File: src/gdc_pkg.sv
package gdc_pkg;

    localparam int DIST_BITS = 28;
    localparam int PREV_BITS = 12;
    localparam int VCNT_BITS = 13;

    typedef enum logic [1:0] {
        MODE_LOAD  = 2'd0,
        MODE_RUN   = 2'd1,
        MODE_QUERY = 2'd2,
        MODE_NONE  = 2'd3
    } mode_t;

    localparam logic [1:0] ST_LOAD  = 2'd0;
    localparam logic [1:0] ST_RUN   = 2'd1;
    localparam logic [1:0] ST_QUERY = 2'd2;

    localparam logic [3:0] REG_EXTENT_X = 4'd0;
    localparam logic [3:0] REG_EXTENT_Y = 4'd4;

    // Datapath operation requested by the controller for one cycle.
    typedef enum logic [3:0] {
        OP_IDLE,
        OP_LOAD,
        OP_QRD,
        OP_QOUT,
        OP_CLR,
        OP_SRC,
        OP_SCAN_START,
        OP_SCAN,
        OP_SETTLE,
        OP_NB_RD,
        OP_NB_UPD,
        OP_DONE
    } dp_op_t;

    typedef struct packed {
        dp_op_t     op;
        logic [1:0] nb;
    } dp_cmd_t;

    typedef struct packed {
        logic cell_ok;
        logic clr_last;
        logic scan_last;
        logic found;
        logic nb_ok;
    } dp_stat_t;

endpackage

File: src/gdc_ctrl.sv
module gdc_ctrl
    import gdc_pkg::*;
(
    input  logic       clk,
    input  logic       rst_n,
    input  logic       in_fire,
    input  logic [1:0] in_mode,
    input  logic       out_busy,
    input  dp_stat_t   stat,
    output logic       in_ready,
    output dp_cmd_t    cmd
);

    typedef enum logic [3:0] {
        S_IDLE, S_QRD, S_QOUT, S_CLR, S_SRC, S_SCAN0, S_SCAN, S_SETTLE,
        S_NBRD, S_NBUPD, S_DONE
    } state_t;

    state_t     state_reg, state_next;
    logic [1:0] nb_reg, nb_next;

    assign in_ready = (state_reg == S_IDLE) && !out_busy;

    always_comb
    begin
        state_next = state_reg;
        nb_next    = nb_reg;
        cmd.op     = OP_IDLE;
        cmd.nb     = nb_reg;
        unique case (state_reg)
            S_IDLE:
            begin
                if (in_fire)
                begin
                    unique case (in_mode)
                        MODE_LOAD:  cmd.op = OP_LOAD;
                        MODE_RUN:   state_next = S_CLR;
                        MODE_QUERY: state_next = S_QRD;
                        default:    state_next = S_IDLE;
                    endcase
                end
            end
            S_QRD:
            begin
                cmd.op = OP_QRD;
                state_next = S_QOUT;
            end
            S_QOUT:
            begin
                cmd.op = OP_QOUT;
                state_next = S_IDLE;
            end
            S_CLR:
            begin
                cmd.op = OP_CLR;
                if (stat.clr_last)
                begin
                    state_next = stat.cell_ok ? S_SRC : S_DONE;
                end
            end
            S_SRC:
            begin
                cmd.op = OP_SRC;
                state_next = S_SCAN0;
            end
            S_SCAN0:
            begin
                cmd.op = OP_SCAN_START;
                state_next = S_SCAN;
            end
            S_SCAN:
            begin
                cmd.op = OP_SCAN;
                if (stat.scan_last)
                begin
                    state_next = S_SETTLE;
                end
            end
            S_SETTLE:
            begin
                cmd.op = OP_SETTLE;
                nb_next = 2'd0;
                state_next = stat.found ? S_NBRD : S_DONE;
            end
            S_NBRD:
            begin
                cmd.op = OP_NB_RD;
                if (stat.nb_ok)
                begin
                    state_next = S_NBUPD;
                end
                else if (nb_reg == 2'd3)
                begin
                    state_next = S_SCAN0;
                end
                else
                begin
                    nb_next = nb_reg + 2'd1;
                end
            end
            S_NBUPD:
            begin
                cmd.op = OP_NB_UPD;
                nb_next = nb_reg + 2'd1;
                state_next = (nb_reg == 2'd3) ? S_SCAN0 : S_NBRD;
            end
            S_DONE:
            begin
                cmd.op = OP_DONE;
                state_next = S_IDLE;
            end
            default: state_next = S_IDLE;
        endcase
    end

    always_ff @(posedge clk or negedge rst_n)
    begin
        if (!rst_n)
        begin
            state_reg <= S_IDLE;
            nb_reg    <= 2'd0;
        end
        else
        begin
            state_reg <= state_next;
            nb_reg    <= nb_next;
        end
    end

endmodule

File: config.mk
export PLATFORM = sky130hd
export DESIGN_NAME = gdc_ctrl
export DESIGN_NICKNAME = d
export VERILOG_FILES = /design/src/gdc_pkg.sv /design/src/gdc_ctrl.sv
export SDC_FILE = /design/constraint.sdc
export NUM_CORES = 1
export LEC_CHECK = 0
export BUFFER_PORTS_ARGS = -buffer_cell sky130_fd_sc_hd__buf_2
export CAP_MARGIN = 0
export CELL_PAD_IN_SITES_DETAIL_PLACEMENT = 1
export CELL_PAD_IN_SITES_GLOBAL_PLACEMENT = 1
export CORE_MARGIN = 4
export CORE_UTILIZATION = 38
export DETAILED_ROUTE_END_ITERATION = 7
export GPL_ROUTABILITY_DRIVEN = 0
export GPL_TIMING_DRIVEN = 0
export PLACE_DENSITY_LB_ADDON = 0.1
export RECOVER_POWER = 50
export SKIP_LAST_GASP = 1
export SLEW_MARGIN = 10
export SYNTH_ARGS = -nofsm -noshare
export SYNTH_HDL_FRONTEND = slang
export SYNTH_SLANG_ARGS = --single-unit
File: constraint.sdc
create_clock -name clk -period 3.9 [get_ports clk]
set_input_delay 0.975 -clock clk [delete_from_list [all_inputs] [get_ports clk]]
set_output_delay 0.975 -clock clk [all_outputs]
set_load 0.05 [all_outputs]
* After elaboration in Yosys (flattened, before gate mapping) *
Cells that the tools add are included.
Widths: inputs -> output; s select.

storage, ports and cells
  bits in registers = 6
  input bits = 11
  output and inout port bits = 7

operators by class
  eq/ne operators = 20
  mux-type cells = 16
  add/subtract/negate cells = 1
  reduce and logical (&&, ||, !) cells = 7

operator list
  operator             count
  $pmux 4 s11          1
  $pmux 4 s9           1
  $mux 4               7
  $eq 4x3->1 const B   4
  $eq 4x4->1 const B   3
  $ne 2x2->1 const B   6
  $pmux 4 s3           1
  $eq 4x2->1 const B   2
  $mux 2               3
  $pmux 2 s3           1
  $reduce_and 5->1     1
  $eq 2x2->1 const B   2
  $eq 4x1->1 const B   1
  $logic_not 4->1      1
  $ne 3x3->1 const B   1
  $reduce_and 3->1     1
  $reduce_bool 3->1    1
  $add 2x1->2 const B  1
  $eq 2x1->1 const B   1
  $logic_not 2->1      1
  $mux 1               2
  $logic_and 1x1->1    1
  $logic_not 1->1      1

* Logic depth before layout (Yosys ltp) *
Gate-level depths: netlist of the first run.

  depth after elaboration = 4
  mapped depth = 7
  depth with buffers taken out = 7

* Worst setup path before layout of the first run *
Ideal clock, no wire load.

  path type = input to output
  from = input port in_mode[1]
  to = output port cmd[2] (netlist bit)
  arrival = 2.435 ns
  path buffers = 0
  stages = 4
  path slack = 0.490 ns
  path through = inv_1 ha_1 a21oi_1 a211oi_1

RTL lines
  item                RTL line        RTL
  start: declaration  gdc_ctrl.sv:7   input logic [1:0] in_mode,
  end: declaration    gdc_ctrl.sv:11  output dp_cmd_t cmd

==> results of run 1 <==
[through the flow]
stage / std cells / power, mW
6_report: 113 / 0.623
5_1_grt: 113 / 0.664
4_1_cts: 113 / 0.629
3_5_place_dp: 110 / 0.570
3_3_place_gp: 110 / 0.555
2_1_floorplan: 77 / 0.463
[final timing paths]
path                                          start                  endpoint  depth (start not counted)
max in group asynchronous                     rst_n     nb_reg[1]$_DFFE_PN0P_                          1
min in group asynchronous                     rst_n  state_reg[0]$_DFFE_PN0P_                          1
setup reg to reg           state_reg[3]$_DFFE_PN0P_  state_reg[2]$_DFFE_PN0P_                          5
hold / removal                nb_reg[0]$_DFFE_PN0P_     nb_reg[0]$_DFFE_PN0P_                          1
setup / recovery                         in_mode[1]                    cmd[2]                          6
hold reg to reg               nb_reg[0]$_DFFE_PN0P_     nb_reg[0]$_DFFE_PN0P_                          1
[cells in the final DEF (no fill, tap or decap), drive strengths merged]
master / Yosys / routed
o32ai: 1 / 1
xnor2: 2 / 2
mux2i: 1 / 1
a31o: 1 / 1
inv: 8 / 8
a31oi: 1 / 1
nand2b: 4 / 4
o22a: 1 / 1
o32a: 1 / 1
nor3b: 2 / 2
a22o: 1 / 1
nand2: 4 / 4
a21boi: 1 / 1
or4: 2 / 2
clkbuf: 0 / 5
or3: 1 / 1
and3b: 1 / 1
a21oi: 7 / 7
o41ai: 1 / 1
nor2: 4 / 4
o22ai: 2 / 2
and2b: 2 / 2
nor2b: 1 / 1
buf: 5 / 20
dfrtp: 6 / 6
a211oi: 1 / 1
ha: 3 / 3
nor3: 2 / 2
o21ai: 11 / 11
[area by class of cell]
cell class,count,area share
sequential,6,0.206
timing repair buffer,17,0.115
inverter,8,0.0412
tap,16,0.0275
clock buffer,3,0.0309
multi-input combinational,58,0.543
buffer,5,0.0361
[per-layer routing]
metal | vias to the layer above | GRT usage
met1 | 304 | 0.238
met2 | 16 | 0.259
li1 | 315 | -
met3 | 4 | 0.0113
met4 | 0 | 0.0968
met5 | - | 0
[kinds of logic (layout without fill, tap and decap cells)]
family	after synthesis	count (layout)	synth area share
xor gates and xnor gates	2	2	0.0289
AOI/OAI and AO/OA	29	29	0.312
adders and majority gates	3	3	0.0620
muxes	1	1	0.0165
DFF	6	6	0.248
and+or+nand+nor	23	23	0.233
buffers and inverters	13	33	0.0992
[power breakdown]
part	total [mW]	internal (mW)	switching (mW)
clock	0.0582	0.0349	0.0234
combinational	0.456	0.148	0.309
sequential	0.109	0.0855	0.0232
==> impl_metrics.ini, run 1 <==
[yosys]
synth_warnings = 0
yosysMostFrequentCell = sky130_fd_sc_hd__a21oi_1
synth.top_cells.by_area = sky130_fd_sc_hd__dfrtp_1 25%, sky130_fd_sc_hd__ha_1 6.2%, sky130_fd_sc_hd__a21oi_1 5.8%
synthesis.instances = 77
synth-edff-count = 0
post_synth_most_frequent_cells = 7 x sky130_fd_sc_hd__a21oi_1, 6 x sky130_fd_sc_hd__dfrtp_1, 6 x sky130_fd_sc_hd__inv_1, 6 x sky130_fd_sc_hd__o21ai_1, 5 x sky130_fd_sc_hd__o21ai_0
syn_area_per_cell_um2 = 7.86
post_synth_instance_area_um2 = 606
area_fraction_of_the_dominant_cell_type_after_synthesis = 0.248
yosysSeqAreaShare = 0.248
synth_async_sr_flop_share = 1.00
synth_fp_nets = 91
netlist-cell-type-count = 33
synth_top_flop_cell = sky130_fd_sc_hd__dfrtp_1
yosys.area.top_type = sky130_fd_sc_hd__dfrtp_1
synth.ff_latch_count = 6

[critical_path]
worst-setup-path-type = in -> out
critical_path.n_buffers_inverters = 3
crit_chain = buf_2 -> inv_1 -> ha_1 -> a21oi_1 -> a211oi_1 -> buf_2
signal_arrival_time_at_the_worst_endpoint_ns = 1.93
crit_slowest_cell = sky130_fd_sc_hd__buf_2
path_common_cell = sky130_fd_sc_hd__buf_2
r2r_setup_slack_ns = 2.26
critical_path.max_stage_delay_ns = 0.31
timing.critical_path.fanout_max = 2
crit_family = buffers and inverters
worst_setup_path_start_kind = input port
setup.worst_path.end_class = output pin
critical_path_required_ns = 2.92

[floorplan]
floorplan.die_area_um2 = 2300
initial_core_util = 0.402
die-height_um = 47.9
rows = 14
io-pin-count = 18
floorplan.die.width_um = 47.9
core-area_um2 = 1510

[clock_network]
clk_transition_reported_paths_ns = 0.04
tritoncts_num_sinks = 6
root_buffer = sky130_fd_sc_hd__clkbuf_4
clk-insertion-delay-late_ns = 0.25
numCtsBuffers = 3
post-cts-setup-buffers = 0
ctsResizeCount = 0
cts.hold.buffers_added = 0
htree_num_levels = 1
cts_buffer_depth = 2
tritoncts = built

[cells_and_area]
postLayoutCellArea_um2 = 728
syn_to_final_growth_pct = 20.2
multi_input_area_um2 = 395
drive_above_1_share = 0.299
final-seq-area_um2 = 150
largest_reg_flops = 4
antennaDiodeCount = 0
filler_cell_count = 201
nNetsFinal = 113
final_core_util = 0.483

[status]
outcome = finished, final reports clean

[detailed_routing]
ant_nets = 0
vias_per_cell = 5.65
wirelength_um = 1790
maxUsedRoutingLayer = met4
route.layer.met1.wl_um = 867
drt_drc_violations_left = 0
wire_length_on_met3_um = 57
wire_per_inst_um = 15.8
vias = 639
drtPass1Iterations = 3
wl_met2_um = 829
drt_iter0_markers = 15

[worst_hold_path]
hp-class = reg -> reg

[sta]
worst-slew-pin-transition_ns = 0.398
final_period_minus_worst_setup_slack_ns = 2.91
setup_viol_count_final = 0
finalClockSkew_ns = 0.00127
slew_headroom = 0.735
max_freq_mhz = 344
tns_ns = 0
final_hold_viol_count = 0
rsz0062_at_grt = no
finalCritPeriodShare = 0.745
worst_slack_ns = 0.994
hold_ws_ns = 0.506
maxSlewViolCount = 0

[grt]
largest_net_degree_at_the_start_of_global_routing = 11
groute.usage.overall = 0.171
global_route_wire_length_before_repair_um = 2620
number_of_global_route_vias_before_repair = 555
grt_antenna_before_repair = 0
grt_residual_overflow = 0

[power_and_ir_drop]
vdd.ir_drop.worst_mv = 0.246
leakage_component_of_the_power_nw = 0.352
p_per_area_nw_per_um2 = 856

[placed_design]
place_area_um2 = 711
place.port_buffers = 17
pre_cts_setup_slack_ns = 0.967
dp_hpwl_um = 1420

[job]
count_of_max_cap_constraint_violations = 0
No activity file was read; power rests on OpenSTA's default activity.
==> run 2: changes to the inputs <==
Settings changed: CORE_UTILIZATION 38 to 31.
Clock period 3.9 ns to 2.3 ns, I/O delays scaled along.
==> impl_metrics.ini, run 2 (synthesized netlist as in run 1, its figures left out) <==
[cells_and_area]
final-seq-area_um2 = 151
largest_reg_flops = 4
multi_input_area_um2 = 405
filler_cell_count = 238
final_cell_mix = 17 x sky130_fd_sc_hd__buf_2, 7 x sky130_fd_sc_hd__a21oi_1, 6 x sky130_fd_sc_hd__inv_1, 6 x sky130_fd_sc_hd__o21ai_1
antennaDiodeCount = 0
drive_above_1_share = 0.340
non_filler_instance_count_after_layout = 122
nNetsFinal = 113
layout.cells.most_common = sky130_fd_sc_hd__buf_2
syn_to_final_growth_pct = 25.4
final_core_util = 0.426

[detailed_routing]
drt_iter0_markers = 5
vias_per_cell = 5.25
wire_per_inst_um = 13.7
drtPass1Iterations = 3
ant_nets = 0
vias = 641
wirelength_um = 1670
drt_drc_violations_left = 0

[power_and_ir_drop]
total_power_mw = 1.08
vdd.ir_drop.worst_mv = 0.409
p_per_area_nw_per_um2 = 1420
leakage_component_of_the_power_nw = 0.356

[critical_path]
critical_path_required_ns = 1.73
crit_family = flip-flops
critical_path.n_buffers_inverters = 2
crit_chain = clkbuf_4 -> or3_1 -> a21oi_1 -> a211oi_2 -> buf_4
critical_path.max_stage_delay_ns = 0.44
setup.worst_path.end_class = output pin
worst-setup-path-type = reg -> out
timing.critical_path.fanout_max = 10
signal_arrival_time_at_the_worst_endpoint_ns = 1.66
crit_slowest_cell = sky130_fd_sc_hd__dfrtp_2
worst_setup_path_start_kind = flop

[grt]
global_route_wire_length_before_repair_um = 2760
largest_net_degree_at_the_start_of_global_routing = 11
grt_antenna_before_repair = 0
number_of_global_route_vias_before_repair = 604
groute.usage.overall = 0.136
grt_residual_overflow = 0

[sta]
slew_headroom = 0.809
finalClockSkew_ns = 0.00500
final_period_minus_worst_setup_slack_ns = 2.23
setup_viol_count_final = 0
rsz0062_at_grt = no
finalCritPeriodShare = 0.971
max_freq_mhz = 448
maxSlewViolCount = 0
final_hold_viol_count = 0
worst-slew-pin-transition_ns = 0.283
tns_ns = 0

[clock_network]
htree_num_levels = 1
root_buffer = sky130_fd_sc_hd__clkbuf_4
clk-insertion-delay-late_ns = 0.24
tritoncts = built
cts_buffer_depth = 2
cts.hold.buffers_added = 0
numCtsBuffers = 3
tritoncts_num_sinks = 6
clk_transition_reported_paths_ns = 0.05

[floorplan]
floorplan.die.width_um = 52.2
floorplan.die_area_um2 = 2720
io-pin-count = 18
die-height_um = 52.2
rows = 15
initial_core_util = 0.340
core-area_um2 = 1780

[job]
count_of_max_cap_constraint_violations = 0

[placed_design]
place.port_buffers = 17
place.detailed.instances = 119
dp_hpwl_um = 1320

[worst_hold_path]
hp-class = in -> async

[status]
outcome = finished, final reports clean
[run 2: final timing paths]
| check | start | end | slack [ns] | depth (start not counted) |
|---|---|---|---|---|
| max | state_reg[2]$_DFFE_PN0P_ | cmd[2] | 0.07 | 5 |
| min | rst_n | state_reg[0]$_DFFE_PN0P_ | 0.18 | 1 |
| max reg2reg | nb_reg[0]$_DFFE_PN0P_ | state_reg[2]$_DFFE_PN0P_ | 0.84 | 6 |
| min reg2reg | nb_reg[0]$_DFFE_PN0P_ | nb_reg[0]$_DFFE_PN0P_ | 0.52 | 1 |
| max in group asynchronous | rst_n | state_reg[2]$_DFFE_PN0P_ | 1.86 | 1 |
| min in group clk | nb_reg[0]$_DFFE_PN0P_ | nb_reg[0]$_DFFE_PN0P_ | 0.52 | 1 |
[run 2: area by class of cell]
class                      count  area share
buffer                         5      0.0428
clock buffer                   3      0.0297
inverter                       8      0.0395
multi-input combinational     58       0.534
sequential                     6       0.199
tap                           25      0.0412
timing repair buffer          17       0.114
[run 2: routing by layer]
metal	global-route usage	vias to the layer above	wire length (um)	share of wire
met2	0.207	10	770	0.46
met1	0.186	308	821	0.49
met4	0.0511	0	17	0.010
met3	0.0285	2	57	0.034
li1	-	321	-	-
met5	0	-	0	0
[run 2: power breakdown]
group / internal [mW] / switching [mW] / total, mW
sequential: 0.147 / 0.0404 / 0.187
clock: 0.0590 / 0.0372 / 0.0962
combinational: 0.271 / 0.522 / 0.793
[run 2: worst reg2reg max path, cell delays in order, from the launching register on]
cell                      delay, ns
sky130_fd_sc_hd__dfrtp_1       0.40
sky130_fd_sc_hd__ha_1          0.29
sky130_fd_sc_hd__and3b_1       0.21
sky130_fd_sc_hd__a21oi_1       0.11
sky130_fd_sc_hd__o32ai_1       0.09
sky130_fd_sc_hd__a21oi_1       0.15
sky130_fd_sc_hd__o21ai_1       0.08
[run 2: per-stage QoR]
stage / worst slack, ns / hold slack, ns / cell area, um2
after floorplan: 0.160 / 0.279 / 616
after global placement: 0.284 / 0.399 / 732
after detailed placement: 0.284 / 0.402 / 732
after CTS: 0.0198 / 0.135 / 754
after global routing: 0.00523 / 0.188 / 759
final: 0.0673 / 0.184 / 759
[run 2: what timing repair did]
action,4_1_cts,5_1_grt
setup endpoints to repair,0,2
resized for setup,0,4
buffers inserted,0,0
